### config.mk
export PLATFORM = sky130hd
export DESIGN_NAME = keyboard_report_event_diff
export DESIGN_NICKNAME = d
export VERILOG_FILES = /design/src/rtl/core/kred_pkg.sv /design/src/rtl/core/kred_match.sv /design/src/rtl/core/kred_out.sv /design/src/rtl/core/keyboard_report_event_diff.sv
export SDC_FILE = /design/constraint.sdc
export NUM_CORES = 1
export LEC_CHECK = 0
export ABC_AREA = 1
export BUFFER_PORTS_ARGS = -buffer_cell sky130_fd_sc_hd__buf_4
export CAP_MARGIN = 20
export CORE_MARGIN = 8
export CORE_UTILIZATION = 55
export CTS_BUF_LIST = sky130_fd_sc_hd__clkbuf_8
export DETAILED_ROUTE_END_ITERATION = 6
export PLACE_DENSITY = 0.78
export SKIP_LAST_GASP = 1
export SLEW_MARGIN = 20
export SYNTH_ARGS = -nofsm -noshare
export SYNTH_HDL_FRONTEND = slang
export SYNTH_SLANG_ARGS = --single-unit
### constraint.sdc
create_clock -name clk -period 2.6 [get_ports clk]
set_input_delay 0.52 -clock clk [delete_from_list [all_inputs] [get_ports clk]]
set_output_delay 0.52 -clock clk [all_outputs]
set_load 0.02 [all_outputs]
### src/rtl/core/kred_pkg.sv
// Shared types and constants for the keyboard report event differ.
// No dependencies.
package kred_pkg;

  localparam int KEY_SLOTS = 6;
  localparam int SLOT_W    = (KEY_SLOTS > 1) ? $clog2(KEY_SLOTS) : 1;
  localparam int MOD_BITS  = 8;
  localparam int CNT_W     = (SLOT_W > 3) ? SLOT_W : 3;

  localparam logic [7:0] MOD_BASE         = 8'hE0;
  localparam logic [7:0] CODE_NUM_LOCK    = 8'h53;
  localparam logic [7:0] CODE_CAPS_LOCK   = 8'h39;
  localparam logic [7:0] CODE_SCROLL_LOCK = 8'h47;
  localparam logic [2:0] LED_NUM          = 3'b001;
  localparam logic [2:0] LED_CAPS         = 3'b010;
  localparam logic [2:0] LED_SCROLL       = 3'b100;

  typedef logic [7:0] key_t;

  typedef struct packed {
    logic [7:0] modifiers;
    logic [7:0] key_slot_0;
    logic [7:0] key_slot_1;
    logic [7:0] key_slot_2;
    logic [7:0] key_slot_3;
    logic [7:0] key_slot_4;
    logic [7:0] key_slot_5;
  } in_t;

  typedef struct packed {
    logic [7:0] event_key;
    logic       pressed;
    logic [2:0] lock_leds;
    logic       leds_changed;
    logic       last_event;
  } out_t;

  // Event as produced by the sequencer, before the last-event mark is known.
  typedef struct packed {
    logic [7:0] event_key;
    logic       pressed;
    logic [2:0] lock_leds;
    logic       leds_changed;
  } evt_t;

  // Handshake between the sequencer and the output stage.
  typedef struct packed {
    logic evt_valid;
    logic flush;
  } evt_ctl_t;

  typedef struct packed {
    logic evt_stall;
    logic flush_done;
  } evt_sts_t;

  typedef enum logic [2:0] {
    ST_IDLE,
    ST_REL,
    ST_MODR,
    ST_MODP,
    ST_PRESS,
    ST_DONE
  } state_t;

endpackage

### src/rtl/core/kred_match.sv
// Compare unit: one key code against every slot of the current report.
// Depends on kred_pkg.
module kred_match (
  input  kred_pkg::key_t                     key,
  input  kred_pkg::key_t [kred_pkg::KEY_SLOTS-1:0] slots,
  output logic                               hit,
  output logic [kred_pkg::KEY_SLOTS-1:0]     first
);
  import kred_pkg::*;

  logic [KEY_SLOTS-1:0] eq;

  always_comb begin
    first = '0;
    for (int j = 0; j < KEY_SLOTS; j++) begin
      eq[j] = (slots[j] == key);
    end
    // Lowest matching slot wins.
    for (int j = KEY_SLOTS - 1; j >= 0; j--) begin
      if (eq[j]) begin
        first = '0;
        first[j] = 1'b1;
      end
    end
    hit = |eq;
  end

endmodule

### src/rtl/core/kred_out.sv
// Output stage: one pending event plus the output register.
// The pending event is marked last when the sequencer flushes. Depends on kred_pkg.
module kred_out (
  input  logic              clk,
  input  logic              rst_n,
  input  kred_pkg::evt_ctl_t ctl,
  input  kred_pkg::evt_t     evt,
  output kred_pkg::evt_sts_t sts,
  output logic              out_valid,
  input  logic              out_ready,
  output kred_pkg::out_t     out_data
);
  import kred_pkg::*;

  logic   pend_v_r, pend_v_nxt;
  evt_t   pend_r, pend_nxt;
  logic   out_v_r, out_v_nxt;
  out_t   out_r, out_nxt;
  logic   free;

  always_comb begin
    free       = !out_v_r || out_ready;
    pend_v_nxt = pend_v_r;
    pend_nxt   = pend_r;
    out_v_nxt  = out_v_r && !out_ready;
    out_nxt    = out_r;
    sts.evt_stall  = ctl.evt_valid && pend_v_r && !free;
    sts.flush_done = 1'b0;
    if (ctl.evt_valid && !sts.evt_stall) begin
      if (pend_v_r) begin
        out_v_nxt = 1'b1;
        out_nxt   = {pend_r, 1'b0};
      end
      pend_v_nxt = 1'b1;
      pend_nxt   = evt;
    end else if (ctl.flush) begin
      if (!pend_v_r) begin
        sts.flush_done = 1'b1;
      end else if (free) begin
        out_v_nxt      = 1'b1;
        out_nxt        = {pend_r, 1'b1};
        pend_v_nxt     = 1'b0;
        sts.flush_done = 1'b1;
      end
    end
  end

  always_ff @(posedge clk) begin
    if (!rst_n) begin
      pend_v_r <= 1'b0;
      out_v_r  <= 1'b0;
    end else begin
      pend_v_r <= pend_v_nxt;
      out_v_r  <= out_v_nxt;
    end
    pend_r <= pend_nxt;
    out_r  <= out_nxt;
  end

  assign out_valid = out_v_r;
  assign out_data  = out_r;

endmodule

### src/rtl/core/keyboard_report_event_diff.sv
// Boot keyboard report differ: turns each report into key and modifier events.
// The sequencer takes one step per old slot, per modifier bit (twice: releases, then
// presses), per new slot, plus one closing step that pushes out the last event.
// Output back-pressure holds a step until the output stage can take its event.
// A new report is taken only when the previous one is done: in_ready is high only in ST_IDLE.
// Reset (synchronous, rst_n low) clears the stored report and the lock LED state.
module keyboard_report_event_diff (
  input  logic           clk,
  input  logic           rst_n,
  input  logic           in_valid,
  output logic           in_ready,
  input  kred_pkg::in_t  in_data,
  output logic           out_valid,
  input  logic           out_ready,
  output kred_pkg::out_t out_data
);
  import kred_pkg::*;

  // Sequencer state and the step counter shared by all phases.
  state_t                   state_r, state_nxt;
  logic [CNT_W-1:0]         idx_r, idx_nxt;

  // Stored report from the previous request and the report in work.
  key_t [KEY_SLOTS-1:0]     prev_keys_r, prev_keys_nxt;
  logic [7:0]               prev_mods_r, prev_mods_nxt;
  key_t [KEY_SLOTS-1:0]     cur_keys_r, cur_keys_nxt;
  logic [7:0]               cur_mods_r, cur_mods_nxt;

  // New slots claimed by an old key that is still down.
  logic [KEY_SLOTS-1:0]     held_r, held_nxt;
  logic [2:0]               lock_r, lock_nxt;

  logic [SLOT_W-1:0]        slot;
  logic [2:0]               bitn;
  key_t                     old_key;
  logic                     hit;
  logic [KEY_SLOTS-1:0]     first;
  logic                     last_step;

  evt_ctl_t                 ctl;
  evt_sts_t                 sts;
  evt_t                     evt;
  logic [2:0]               toggle;

  function automatic logic [2:0] lock_toggle(input key_t key);
    logic [2:0] t;
    t = 3'b000;
    if (key == CODE_NUM_LOCK) begin
      t = LED_NUM;
    end else if (key == CODE_CAPS_LOCK) begin
      t = LED_CAPS;
    end else if (key == CODE_SCROLL_LOCK) begin
      t = LED_SCROLL;
    end
    return t;
  endfunction

  assign slot    = idx_r[SLOT_W-1:0];
  assign bitn    = idx_r[2:0];
  assign old_key = prev_keys_r[slot];

  // The shared compare unit looks up one old key per release step.
  kred_match u_match (
    .key   (old_key),
    .slots (cur_keys_r),
    .hit   (hit),
    .first (first)
  );

  kred_out u_out (
    .clk       (clk),
    .rst_n     (rst_n),
    .ctl       (ctl),
    .evt       (evt),
    .sts       (sts),
    .out_valid (out_valid),
    .out_ready (out_ready),
    .out_data  (out_data)
  );

  always_comb begin
    state_nxt     = state_r;
    idx_nxt       = idx_r;
    prev_keys_nxt = prev_keys_r;
    prev_mods_nxt = prev_mods_r;
    cur_keys_nxt  = cur_keys_r;
    cur_mods_nxt  = cur_mods_r;
    held_nxt      = held_r;
    lock_nxt      = lock_r;
    in_ready      = (state_r == ST_IDLE);
    ctl.evt_valid = 1'b0;
    ctl.flush     = 1'b0;
    evt.event_key = old_key;
    evt.pressed   = 1'b0;
    last_step     = 1'b0;

    case (state_r)
      ST_IDLE: begin
        if (in_valid) begin
          cur_mods_nxt    = in_data.modifiers;
          cur_keys_nxt[0] = in_data.key_slot_0;
          cur_keys_nxt[1] = in_data.key_slot_1;
          cur_keys_nxt[2] = in_data.key_slot_2;
          cur_keys_nxt[3] = in_data.key_slot_3;
          cur_keys_nxt[4] = in_data.key_slot_4;
          cur_keys_nxt[5] = in_data.key_slot_5;
          held_nxt        = '0;
          idx_nxt         = '0;
          state_nxt       = ST_REL;
        end
      end
      ST_REL: begin
        // An old key found in the new report marks its first slot as held;
        // otherwise it is released.
        last_step = (idx_r == CNT_W'(KEY_SLOTS - 1));
        if (old_key != '0) begin
          if (hit) begin
            held_nxt = held_r | first;
          end else begin
            ctl.evt_valid = 1'b1;
          end
        end
      end
      ST_MODR: begin
        last_step     = (bitn == 3'(MOD_BITS - 1));
        evt.event_key = MOD_BASE + 8'(bitn);
        ctl.evt_valid = prev_mods_r[bitn] && !cur_mods_r[bitn];
      end
      ST_MODP: begin
        last_step     = (bitn == 3'(MOD_BITS - 1));
        evt.event_key = MOD_BASE + 8'(bitn);
        evt.pressed   = 1'b1;
        ctl.evt_valid = !prev_mods_r[bitn] && cur_mods_r[bitn];
      end
      ST_PRESS: begin
        last_step     = (idx_r == CNT_W'(KEY_SLOTS - 1));
        evt.event_key = cur_keys_r[slot];
        evt.pressed   = 1'b1;
        ctl.evt_valid = !held_r[slot] && (cur_keys_r[slot] != '0);
      end
      ST_DONE: begin
        // Push out the final event with its last mark, then keep the report.
        ctl.flush = 1'b1;
        if (sts.flush_done) begin
          prev_keys_nxt = cur_keys_r;
          prev_mods_nxt = cur_mods_r;
          state_nxt     = ST_IDLE;
        end
      end
      default: begin
        state_nxt = ST_IDLE;
      end
    endcase

    // Only presses toggle a lock LED.
    toggle           = evt.pressed ? lock_toggle(evt.event_key) : 3'b000;
    evt.lock_leds    = lock_r ^ toggle;
    evt.leds_changed = |toggle;

    // A step advances unless its event has to wait for the output stage.
    if (state_r == ST_REL || state_r == ST_MODR || state_r == ST_MODP ||
        state_r == ST_PRESS) begin
      if (!(ctl.evt_valid && sts.evt_stall)) begin
        if (ctl.evt_valid) begin
          lock_nxt = evt.lock_leds;
        end
        if (last_step) begin
          idx_nxt = '0;
          case (state_r)
            ST_REL:   state_nxt = ST_MODR;
            ST_MODR:  state_nxt = ST_MODP;
            ST_MODP:  state_nxt = ST_PRESS;
            default:  state_nxt = ST_DONE;
          endcase
        end else begin
          idx_nxt = idx_r + CNT_W'(1);
        end
      end
    end
  end

  always_ff @(posedge clk) begin
    if (!rst_n) begin
      state_r     <= ST_IDLE;
      idx_r       <= '0;
      held_r      <= '0;
      lock_r      <= '0;
      prev_keys_r <= '0;
      prev_mods_r <= '0;
    end else begin
      state_r     <= state_nxt;
      idx_r       <= idx_nxt;
      held_r      <= held_nxt;
      lock_r      <= lock_nxt;
      prev_keys_r <= prev_keys_nxt;
      prev_mods_r <= prev_mods_nxt;
    end
    cur_keys_r <= cur_keys_nxt;
    cur_mods_r <= cur_mods_nxt;
  end

endmodule
==> results_tabular.tex, run 1 <==
\begin{tabular}{lr}
\hline
Metric & Value \\
\hline
\multicolumn{2}{l}{\textbf{Die}} \\
\quad Floorplan Core Area & 0.01377 mm\^{}2 \\
\quad Starting density of the core & between 50\% and 60\% \\
\quad Number of placed I/O pins & 76 \\
\quad Vertical die dimension & around 130 um \\
\quad Total number of placement rows & 43 \\
\quad X dimension of the die & between 100 and 150 um \\
\quad Die Area & approximately 0.018 mm\^{}2 \\
\multicolumn{2}{l}{\textbf{Logic synthesis}} \\
\quad Post-Syn Instances & $\sim$950 \\
\quad Biggest area contributors in the synthesized netlist & edfxtp\_1 (32\%), dfxtp\_1 (19\%), nand2\_1 (11\%) \\
\quad Post-synthesis register bit count & 156 \\
\quad Post-synthesis sequential area ratio & 51.34\% \\
\quad Yosys top cell area share & about 32\% \\
\quad Yosys warns & 0 \\
\quad Mapped Nets & around 1000 \\
\quad Synthesized area divided by synthesized cell count & approximately 8.1 um\^{}2 \\
\quad Most area-hungry cell type in the Yosys netlist & edfxtp\_1 \\
\quad Post-synth EDFFs & a little over 80 \\
\quad Dominant cell by count in the synthesized netlist & nand2\_1 \\
\quad Synth Cell Area & about 0.0077 mm\^{}2 \\
\quad Async set or reset register ratio after synthesis & 0\% \\
\quad Yosys cell types & 39 \\
\quad Top flip-flop cell by instance count after synthesis & edfxtp\_1 \\
\quad Cell types with the highest counts after synthesis & nand2\_1 (216), inv\_1 (106), nor2\_1 (86) \\
\multicolumn{2}{l}{\textbf{Power}} \\
\quad Worst vdd ir & slightly above 0.4 mV \\
\quad Overall power after layout & 5.906 mW \\
\quad Ratio of total power to cell area & between 500 and 600 mW/mm\^{}2 \\
\quad Leak & 4.361 nW \\
\multicolumn{2}{l}{\textbf{Final layout}} \\
\quad Final \#Nets & approximately 1200 \\
\quad Area added between synthesis and finish & 34.05\% \\
\quad Post-route non-filler standard cell count & 1308 \\
\quad End-of-flow core utilization & roughly three quarters \\
\quad Antenna fix cells & 0 \\
\quad Share of layout cells above drive strength 1 & between 30\% and 40\% \\
\quad Design area & between 0.01 and 0.015 mm\^{}2 \\
\multicolumn{2}{l}{\textbf{STA}} \\
\quad Setup repair after global routing missed its margin & yes \\
\quad Portion of the clock cycle consumed by the worst path in the final layout & 105.7\% \\
\quad Number of pins with negative max-slew slack in the final report & 0 \\
\quad Measured slew at the worst slew-check pin & slightly below 0.8 ns \\
\quad Least setup slack across all paths after layout & -0.1492 ns \\
\quad Final setup skew & around 0.016 ns \\
\quad Final Critical Period & roughly 2.7 ns \\
\quad Count of endpoints failing hold in the final timing report & 0 \\
\quad Slew margin rel. & between 40\% and 50\% \\
\quad Final setup TNS & -1.936 ns \\
\quad Peak clock frequency supported by timing & $\sim$360 MHz \\
\quad Worst Hold Margin & between 0.2 and 0.25 ns \\
\quad Setup violators final & 18 \\
\multicolumn{2}{l}{\textbf{Worst setup path}} \\
\quad Type of element launching the critical path & register \\
\quad Worst-path cell with the longest stage delay & dfxtp\_4 \\
\quad Max Fanout on Critical Path & 6 \\
\quad Largest incremental delay on the critical path & 0.43 ns \\
\quad Arrival time worst endpoint & between 2 and 3 ns \\
\quad Setup Crit Path Kind & register to register \\
\quad Endpoint required time on the critical path & 2.79 ns \\
\quad Capturing element type of the critical path & register \\
\quad Crit path cell chain & buf\_6 > clkbuf\_16 > nor2\_2 > nor2\_2 > o21ai\_2 > buf\_6 > nand3b\_1 > nand2\_1 > nand2\_2 > nor2\_1 > nand2\_1 > nand2\_2 > nor2\_4 > nand3\_2 > nand2\_4 > nand2\_4 > nand2\_4 > nand3\_4 > clkinvlp\_4 > clkbuf\_16 \\
\quad Most repeated library cell on the critical path & nand2\_4 \\
\multicolumn{2}{l}{\textbf{Outcome}} \\
\quad Failing checks & setup timing \\
\quad Result of the run & finished, violations left \\
\multicolumn{2}{l}{\textbf{Drt}} \\
\quad Initial DRT Pass Iterations & 5 \\
\quad Average routed wire per standard cell & 17.66 um \\
\quad Vias/cell & around 5.6 \\
\quad Via total after detailed routing & 7377 \\
\quad Number of design rule violations left after detail routing & 0 \\
\quad Count of antenna-violating nets left after detailed routing & 0 \\
\quad Starting DRT DRC Count & 973 \\
\quad Routed wire length & 23090 um \\
\multicolumn{2}{l}{\textbf{Clock tree}} \\
\quad CTS tree & built \\
\quad Number of levels in the clock H-tree & 4 \\
\quad Clock slew at reported path FFs & approximately 0.090 ns \\
\quad Clock root buffer & clkbuf\_8 \\
\quad Number of clock sinks & $\sim$160 \\
\quad Total CTS buffers & 17 \\
\quad Clock latency on the worst-skew pair & 0.48 ns \\
\quad Largest buffer count on any clock path & 2 \\
\multicolumn{2}{l}{\textbf{Place}} \\
\quad Number of port buffers & 75 \\
\quad Post-detail-place hpwl & 14710 um \\
\quad Pre-CTS setup slack & -0.3312 ns \\
\quad Dpl cells & 1242 \\
\quad Cell area after placement & 0.008882 mm\^{}2 \\
\quad Weighted congestion at the end of routability-driven global placement & 0.9730 \\
\multicolumn{2}{l}{\textbf{GRT}} \\
\quad Global-route total usage across every layer & between 20\% and 30\% \\
\quad Vias in the first global route & approximately 6500 \\
\quad Global-route wire length before repair & around 33000 um \\
\quad Remaining Overflow, GRT & 0 \\
\quad Maximum number of pins on one net before global-route repair & $\sim$80 \\
\quad Initial antenna violation count & 0 \\
\multicolumn{2}{l}{\textbf{Flow run}} \\
\quad \# Max-Cap Violations & 0 \\
\multicolumn{2}{l}{\textbf{Worst hold path}} \\
\quad Class of the worst hold path & input pin to register \\
\hline
\end{tabular}
==> final timing paths <==
path / from / endpoint / slack, ns / depth (start not counted)
setup / recovery: bitn[0]$_SDFF_PN0_ / u_out.out_data[2]$_DFFE_PP_ / -0.15 / 20
hold / removal: in_data[39] / cur_keys_r[15]$_DFFE_PP_ / 0.22 / 1
setup reg to reg: bitn[0]$_SDFF_PN0_ / u_out.out_data[2]$_DFFE_PP_ / -0.15 / 20
hold reg to reg: u_out.pend_r[1]$_DFFE_PP_ / u_out.out_data[2]$_DFFE_PP_ / 0.42 / 0
==> final cells by class <==
type                            instances  area [um^2]
Clock buffer                           19        261.5
Clock inverter                         13        160.2
Fill cell                             978         3450
Inverter                              115        470.5
Multi-Input combinational cell        644         3602
Sequential cell                       156         3959
Tap cell                              180        225.2
Timing Repair Buffer                  179         1618
Timing Repair inverter                  2        27.53
==> report_power, final <==
part           internal (mW)  switching [mW]  leakage [nW]  total, mW
sequential              2.74          0.0768          1.38       2.81
combinational          0.477           0.651          2.75       1.13
clock                   1.07           0.894         0.229       1.97
total                   4.28            1.62          4.36       5.91
==> flip-flops by register name, summed over array words and instances (netlist names), 3 cells and up <==
name / flops
bitn: 3
cur_keys_r: 48
prev_mods_r: 8
u_out.out_data: 14
cur_mods_r: 8
lock_r: 3
u_out.pend_r: 13
state_r: 3
prev_keys_r: 48
held_r: 6
==> cells by family after synthesis <==
group	after synthesis	share of synthesized area (%)
AO/OA/AOI/OAI	196	13.79
buffers and inverters	151	8.188
XOR/XNOR	5	0.5686
adder cells (fa/ha/maj)	1	0.1624
AND/OR/NAND/NOR	442	25.95
flip-flops	156	51.34
==> critical path, delay by kind of cell (launching register included) <==
| family | cells | cell delay (ns) |
|---|---|---|
| simple gates | 14 | 1.16 |
| buf+inv | 5 | 0.76 |
| flops | 1 | 0.43 |
| compound gates | 1 | 0.11 |
==> what timing repair did <==
item | 4_1_cts | 5_1_grt
gates resized for setup | 24 | 146
hold buffers | 0 | 0
cloned | 0 | 8
pin swaps | 4 | 43
buffers inserted | 5 | 21
endpoints found under the setup margin | 30 | 38
==> layer usage <==
layer  part of all wire (%)  global-route usage [%]  up-vias  routed length, um
met4                    4.2                   8.796        0                976
met5                      0                       0        -                  0
met2                     49                   37.90      404              11220
met3                    8.1                   5.236       79               1869
met1                     39                   28.56     3407               9031
li1                       -                       -     3487                  -
==> cells in the final DEF, fill, tap and decap left out, drive strengths merged, types with 24 or more instances in the layout <==
cell    synthesis  layout
inv           115     119
nor2           96      96
clkbuf         17      24
edfxtp         83      83
nand2         236     236
a21oi          81      81
o21ai          98      98
nand3          74      74
buf            19     174
dfxtp          73      73
(Power assumes the default switching activity.)
==> inputs of run 2 (changes only) <==
ABC_AREA = not set   (was 1)
SLEW_MARGIN = not set   (was 20)
==> results_tabular.tex, run 2 <==
\begin{tabular}{lr}
\hline
Metric & Value \\
\hline
\multicolumn{2}{l}{\textbf{Outcome}} \\
\quad Result of the run & finished, violations left \\
\quad Failing checks & setup timing \\
\multicolumn{2}{l}{\textbf{STA}} \\
\quad Slew margin rel. & 55.49\% \\
\quad Final setup skew & around 0.015 ns \\
\quad Setup repair after global routing missed its margin & yes \\
\quad Number of pins with negative max-slew slack in the final report & 0 \\
\quad Portion of the clock cycle consumed by the worst path in the final layout & 127.6\% \\
\quad Setup violators final & about 50 \\
\quad Final setup TNS & -27.99 ns \\
\quad Measured slew at the worst slew-check pin & between 0.6 and 0.7 ns \\
\quad Worst Hold Margin & between 0.2 and 0.25 ns \\
\quad Count of endpoints failing hold in the final timing report & 0 \\
\quad Peak clock frequency supported by timing & 301.5 MHz \\
\quad Final Critical Period & about 3.3 ns \\
\quad Least setup slack across all paths after layout & -0.7167 ns \\
\multicolumn{2}{l}{\textbf{Clock tree}} \\
\quad Largest buffer count on any clock path & 2 \\
\quad CTS tree & built \\
\quad Number of clock sinks & roughly 160 \\
\quad Clock root buffer & clkbuf\_8 \\
\quad Hold-fix buffers at CTS & 0 \\
\quad Number of levels in the clock H-tree & 4 \\
\quad Clock slew at reported path FFs & around 0.10 ns \\
\quad Clock latency on the worst-skew pair & between 0.4 and 0.5 ns \\
\quad Total CTS buffers & 17 \\
\multicolumn{2}{l}{\textbf{Worst setup path}} \\
\quad Largest incremental delay on the critical path & about 0.45 ns \\
\quad Max Fanout on Critical Path & 8 \\
\quad Worst-path cell with the longest stage delay & or4\_4 \\
\quad Crit path cell chain & buf\_12 > mux2\_4 > a222oi\_1 > buf\_4 > buf\_12 > xnor2\_2 > a2111oi\_2 > and4\_4 > buf\_6 > or4\_4 > buf\_6 > o211ai\_1 > xor2\_1 > nor3\_1 \\
\quad Endpoint required time on the critical path & just under 3 ns \\
\quad Type of element launching the critical path & register \\
\quad Capturing element type of the critical path & register \\
\quad Critical path buffer and inverter count & 5 \\
\quad Setup Crit Path Kind & register to register \\
\quad Crit-path leading delay family & buffers and inverters \\
\quad Arrival time worst endpoint & 3.65 ns \\
\multicolumn{2}{l}{\textbf{Place}} \\
\quad Number of port buffers & 75 \\
\quad Cell area after placement & approximately 0.0095 mm\^{}2 \\
\quad Weighted congestion at the end of routability-driven global placement & 1.048 \\
\quad Post-detail-place hpwl & between 15000 and 20000 um \\
\quad Pre-CTS setup slack & -0.8850 ns \\
\multicolumn{2}{l}{\textbf{Drt}} \\
\quad Count of antenna-violating nets left after detailed routing & 0 \\
\quad Routed wire length & roughly 26000 um \\
\quad Average routed wire per standard cell & between 20 and 25 um \\
\quad Via total after detailed routing & 7122 \\
\quad Number of design rule violations left after detail routing & 0 \\
\quad Starting DRT DRC Count & $\sim$830 \\
\quad Initial DRT Pass Iterations & 6 \\
\quad Vias/cell & 6.129 \\
\multicolumn{2}{l}{\textbf{Power}} \\
\quad Switch Pwr & between 1 and 1.5 mW \\
\quad Fraction of power spent switching nets & a little over a quarter \\
\quad Leak & 4.147 nW \\
\quad Sequential share of power & $\sim$51\% \\
\quad Cell-internal power & 3.943 mW \\
\quad Combinational share of power & between 10 and 15\% \\
\quad Power share of the clock group & 36.3\% \\
\quad Ratio of total power to cell area & approximately 500 mW/mm\^{}2 \\
\quad Worst vdd ir & between 0.4 and 0.5 mV \\
\quad Overall power after layout & $\sim$5.4 mW \\
\multicolumn{2}{l}{\textbf{GRT}} \\
\quad Vias in the first global route & $\sim$7100 \\
\quad Maximum number of pins on one net before global-route repair & between 50 and 60 \\
\quad Global-route wire length before repair & 37980 um \\
\quad Initial antenna violation count & 0 \\
\quad Global-route total usage across every layer & between 20\% and 30\% \\
\quad Remaining Overflow, GRT & 0 \\
\multicolumn{2}{l}{\textbf{Die}} \\
\quad Floorplan Core Area & 0.01330 mm\^{}2 \\
\quad Vertical die dimension & between 100 and 150 um \\
\quad Starting density of the core & a little under three fifths \\
\quad X dimension of the die & 133.1 um \\
\quad Die Area & about 0.018 mm\^{}2 \\
\quad Total number of placement rows & 42 \\
\quad Number of placed I/O pins & 76 \\
\multicolumn{2}{l}{\textbf{Logic synthesis}} \\
\quad Synthesized area divided by synthesized cell count & around 11 um\^{}2 \\
\quad Most area-hungry cell type in the Yosys netlist & edfxtp\_1 \\
\quad Dominant cell by count in the synthesized netlist & nand2\_1 \\
\quad Post-Syn Instances & around 720 \\
\quad Post-synthesis sequential area ratio & between 50\% and 60\% \\
\quad Top flip-flop cell by instance count after synthesis & edfxtp\_1 \\
\quad Cell types with the highest counts after synthesis & nand2\_1 (132), edfxtp\_1 (83), a21oi\_1 (80) \\
\quad Yosys top cell area share & roughly 33\% \\
\quad Biggest area contributors in the synthesized netlist & edfxtp\_1 (33\%), dfxtp\_1 (19\%), nand2\_1 (6.6\%) \\
\quad Synth Cell Area & approximately 0.0075 mm\^{}2 \\
\quad Post-synth EDFFs & 83 \\
\quad Yosys warns & 0 \\
\quad Async set or reset register ratio after synthesis & 0\% \\
\quad Yosys cell types & 74 \\
\quad Mapped Nets & about 780 \\
\quad Post-synthesis register bit count & approximately 160 \\
\multicolumn{2}{l}{\textbf{Final layout}} \\
\quad Most frequent cells in the layout & buf\_4 (255), nand2\_1 (129), edfxtp\_1 (83) \\
\quad Design area & between 0.01 and 0.015 mm\^{}2 \\
\quad Share of layout cells above drive strength 1 & between 40\% and 50\% \\
\quad Leading cell type in the layout, fill and taps excluded & buf\_4 \\
\quad Area added between synthesis and finish & 44.42\% \\
\quad Antenna fix cells & 0 \\
\quad Final \#Nets & 1034 \\
\multicolumn{2}{l}{\textbf{Worst hold path}} \\
\quad Class of the worst hold path & input pin to register \\
\multicolumn{2}{l}{\textbf{Flow run}} \\
\quad \# Max-Cap Violations & 0 \\
\hline
\end{tabular}
-- run 2: cell type report --
cell class	instances	area (um^2)
multi-input cells	507	3909
fillers	768	2406
inverters	8	33.78
flip-flops and latches	156	3963
well taps	176	220.2
clock inverters	14	178.9
repair buffers	283	2337
clock buffers	18	247.7
-- run 2: path summary, 6_finish.rpt --
kind,endpoint,slack (ns),cells after the start,start
max,state_r[1]$_SDFF_PN0_,-0.72,14,bitn[1]$_SDFF_PN0_
min,cur_keys_r[27]$_DFFE_PP_,0.22,1,in_data[19]
max reg2reg,state_r[1]$_SDFF_PN0_,-0.72,14,bitn[1]$_SDFF_PN0_
min reg2reg,u_out.out_data[3]$_DFFE_PP_,0.43,0,u_out.pend_r[2]$_DFFE_PP_
-- run 2: cell families (layout without fill, tap and decap cells) --
| kind of cell | count (synthesis) | after routing | synth area share [%] |
|---|---|---|---|
| adder cells (fa/ha/maj) | 1 | 1 | 0.1659 |
| AO/OA/AOI/OAI | 174 | 174 | 14.89 |
| AND/OR/NAND/NOR | 253 | 254 | 16.31 |
| buffers and inverters | 54 | 323 | 3.402 |
| multiplexers | 50 | 50 | 9.542 |
| flip-flops | 156 | 156 | 52.44 |
| XOR/XNOR | 28 | 28 | 3.253 |
-- run 2: repair_timing --
| item | 4_1_cts | 5_1_grt |
|---|---|---|
| endpoints found under the setup margin | 50 | 50 |
| setup buffers | 25 | 18 |
| hold endpoints to repair | 0 | 0 |
| resized for setup | 72 | 38 |
| gates cloned | 1 | 1 |
| pin swaps | 32 | 26 |
-- run 2: worst reg2reg max path, stage by stage, from the launching register on --
cell	delay (ns)
dfxtp_4	0.42
buf_12	0.15
mux2_4	0.31
a222oi_1	0.32
buf_4	0.20
buf_12	0.11
xnor2_2	0.11
a2111oi_2	0.05
and4_4	0.18
buf_6	0.12
or4_4	0.45
buf_6	0.14
o211ai_1	0.35
xor2_1	0.21
nor3_1	0.07
-- run 2: power groups by stage --
stage / logic (mW) / clock network, mW / registers (mW)
CTS: 0.636 / 1.95 / 2.72
global route: 0.716 / 2.05 / 2.73
global placement: 0.583 / 0 / 2.77
detailed placement: 0.591 / 0 / 2.78
finish: 0.687 / 1.94 / 2.72
floorplan: 0.272 / 0 / 2.77
-- run 2: per-layer routing --
layer	GRT usage (%)	share of wire, %	up-vias
met3	6.927	7.8	95
met1	31.66	37	3457
li1	-	-	3161
met4	14.13	4.9	0
met2	46.67	50	409
met5	0	0	-
-- run 2: stage by stage --
step / utilization, % / cells
3_5_place_dp: 71.79 / 1089
2_1_floorplan: - / 716
6_report: 81.90 / 1162
5_1_grt: 81.90 / 1162
3_3_place_gp: 71.79 / 1089
4_1_cts: 79.11 / 1145
==> inputs of run 3 (changes only) <==
CORE_UTILIZATION = 45   (was 55)
PLACE_DENSITY = 0.64   (was 0.78)
clock period = 3.2 ns   (was 2.6 ns; I/O delays follow)
==> results_tabular.tex, run 3 (same netlist as run 2, synthesis figures left out) <==
\begin{tabular}{lr}
\hline
Metric & Value \\
\hline
\multicolumn{2}{l}{\textbf{Die}} \\
\quad X dimension of the die & approximately 150 um \\
\quad Total number of placement rows & between 40 and 50 \\
\quad Number of placed I/O pins & 76 \\
\quad Floorplan Core Area & about 0.016 mm\^{}2 \\
\quad Starting density of the core & 45.79\% \\
\quad Die Area & around 0.021 mm\^{}2 \\
\quad Vertical die dimension & around 150 um \\
\multicolumn{2}{l}{\textbf{Clock tree}} \\
\quad Clock slew at reported path FFs & approximately 0.09 ns \\
\quad Total CTS buffers & 17 \\
\quad Clock root buffer & clkbuf\_8 \\
\quad Number of clock sinks & between 150 and 200 \\
\quad Hold-fix buffers at CTS & 0 \\
\quad Number of levels in the clock H-tree & 4 \\
\quad Clock latency on the worst-skew pair & $\sim$0.47 ns \\
\quad Largest buffer count on any clock path & 2 \\
\quad CTS tree & built \\
\multicolumn{2}{l}{\textbf{Final layout}} \\
\quad Area added between synthesis and finish & 34.04\% \\
\quad Leading cell type in the layout, fill and taps excluded & buf\_4 \\
\quad Layout fillers & around 1400 \\
\quad Share of layout cells above drive strength 1 & between 30\% and 40\% \\
\quad Final \#Nets & roughly 960 \\
\quad Antenna fix cells & 0 \\
\quad Design area & 0.01011 mm\^{}2 \\
\quad Post-route non-filler standard cell count & roughly 1100 \\
\quad Most frequent cells in the layout & buf\_4 (192), nand2\_1 (131), edfxtp\_1 (83) \\
\multicolumn{2}{l}{\textbf{Drt}} \\
\quad Average routed wire per standard cell & slightly above 20 um \\
\quad Vias/cell & about 5.7 \\
\quad Via total after detailed routing & 6458 \\
\quad Starting DRT DRC Count & around 700 \\
\quad Number of design rule violations left after detail routing & 0 \\
\quad Count of antenna-violating nets left after detailed routing & 0 \\
\quad Routed wire length & $\sim$23000 um \\
\quad Initial DRT Pass Iterations & 6 \\
\multicolumn{2}{l}{\textbf{Power}} \\
\quad Worst vdd ir & slightly above 0.3 mV \\
\quad Leak & between 3 and 4 nW \\
\quad Overall power after layout & about 4.2 mW \\
\quad Ratio of total power to cell area & 417.3 mW/mm\^{}2 \\
\multicolumn{2}{l}{\textbf{Flow run}} \\
\quad \# Max-Cap Violations & 0 \\
\multicolumn{2}{l}{\textbf{STA}} \\
\quad Least setup slack across all paths after layout & -0.02130 ns \\
\quad Count of endpoints failing hold in the final timing report & 0 \\
\quad Slew margin rel. & 56.02\% \\
\quad Setup repair after global routing missed its margin & yes \\
\quad Number of pins with negative max-slew slack in the final report & 0 \\
\quad Peak clock frequency supported by timing & about 310 MHz \\
\quad Measured slew at the worst slew-check pin & approximately 0.66 ns \\
\quad Final Critical Period & $\sim$3.2 ns \\
\quad Setup violators final & 9 \\
\quad Portion of the clock cycle consumed by the worst path in the final layout & 100.7\% \\
\quad Final setup skew & 0.01731 ns \\
\multicolumn{2}{l}{\textbf{GRT}} \\
\quad Most crowded layer after global routing & met2 \\
\quad Vias in the first global route & roughly 6400 \\
\quad Grt met2 use & approximately 35\% \\
\quad Met1 global-route usage & a little over a quarter \\
\quad Global-route wire length before repair & 35640 um \\
\quad Initial antenna violation count & 0 \\
\quad Remaining Overflow, GRT & 0 \\
\quad Met3 demand-to-capacity share in global routing & between 4 and 5\% \\
\quad Maximum number of pins on one net before global-route repair & 57 \\
\quad Global-route total usage across every layer & 21.53\% \\
\multicolumn{2}{l}{\textbf{Worst setup path}} \\
\quad Type of element launching the critical path & register \\
\quad Crit path cell chain & buf\_12 > buf\_16 > mux2\_4 > a32o\_1 > a221oi\_1 > a2111o\_1 > nor4\_4 > buf\_4 > or3\_4 > o21ba\_4 > or4\_1 > a21oi\_1 \\
\quad Largest incremental delay on the critical path & around 0.46 ns \\
\quad Setup Crit Path Kind & register to register \\
\quad Max Fanout on Critical Path & 7 \\
\quad Worst-path cell with the longest stage delay & or4\_1 \\
\quad Capturing element type of the critical path & register \\
\quad Arrival time worst endpoint & approximately 3.6 ns \\
\quad Endpoint required time on the critical path & approximately 3.6 ns \\
\multicolumn{2}{l}{\textbf{Place}} \\
\quad Dpl cells & $\sim$1100 \\
\quad Number of port buffers & 75 \\
\quad Weighted congestion at the end of routability-driven global placement & 0.9345 \\
\quad Cell area after placement & slightly above 0.009 mm\^{}2 \\
\quad Post-detail-place hpwl & around 17000 um \\
\multicolumn{2}{l}{\textbf{Outcome}} \\
\quad Failing checks & setup timing \\
\quad Result of the run & finished, violations left \\
\multicolumn{2}{l}{\textbf{Worst hold path}} \\
\quad Class of the worst hold path & input pin to register \\
\hline
\end{tabular}
run 3: changes by cell type in the layout (fill, tap and decap cells not counted), sizes merged:
cell	delta
clkinv	+1
buf	-71
clkbuf	+1
inv	-3
and2	-1
run 3: power by group:
group          total (mW)  leakage (nW)  switching (mW)  internal, mW
Sequential           2.22          1.37          0.0577          2.17
Clock                1.53         0.203           0.771         0.760
Combinational       0.462          2.09           0.231         0.231
run 3: worst paths after layout:
| path | startpoint | endpoint | slack, ns | cells after the start |
|---|---|---|---|---|
| setup / recovery | bitn[1]$_SDFF_PN0_ | lock_r[1]$_SDFFE_PN0P_ | -0.02 | 12 |
| hold / removal | in_data[19] | cur_keys_r[27]$_DFFE_PP_ | 0.34 | 1 |
| setup reg to reg | bitn[1]$_SDFF_PN0_ | lock_r[1]$_SDFFE_PN0P_ | -0.02 | 12 |
| hold reg to reg | u_out.pend_r[7]$_DFFE_PP_ | u_out.out_data[8]$_DFFE_PP_ | 0.43 | 0 |
run 3: per-layer routing:
metal  routed length, um  vias to the layer above
met5                   0                        -
met3                1318                       41
met1               10010                     3182
met4                 633                        0
met2               11250                      226
li1                    -                     3009
run 3: cell type report:
cell class	instances	area, um^2	area share, %
clock buffers	20	275.3	2.724
clock inverters	12	136.4	1.350
inverters	8	30.03	0.2971
multi-input cells	506	3666	36.28
flip-flops and latches	156	3959	39.17
well taps	220	275.3	2.724
repair buffers	211	1764	17.46
run 3: through the flow:
step           setup slack, ns  hold slack [ns]  setup TNS (ns)  util (%)
2_1_floorplan         -0.07365           0.4003          -1.031         -
3_3_place_gp           -0.3230           0.4023          -8.736     55.46
3_5_place_dp           -0.3410           0.4054          -9.163     55.46
4_1_cts              -0.001307           0.3071       -0.001307     59.83
5_1_grt                -0.1173           0.3114          -1.798     61.38
6_report              -0.02130           0.3358         -0.1467     61.38
run 3: timing repair:
item	4_1_cts	5_1_grt
buffers inserted	18	5
gates cloned	1	1
setup endpoints to repair	42	26
pin swaps	12	20
hold endpoints to repair	0	0
gates resized for setup	28	36
run 3: worst max-delay path, delay by kind of cell (launching register included):
family | cells | cell delay [ns]
buffers and inverters | 3 | 0.42
DFF | 1 | 0.38
AOI/OAI and AO/OA | 5 | 1.12
and+or+nand+nor | 3 | 0.88
muxes | 1 | 0.34
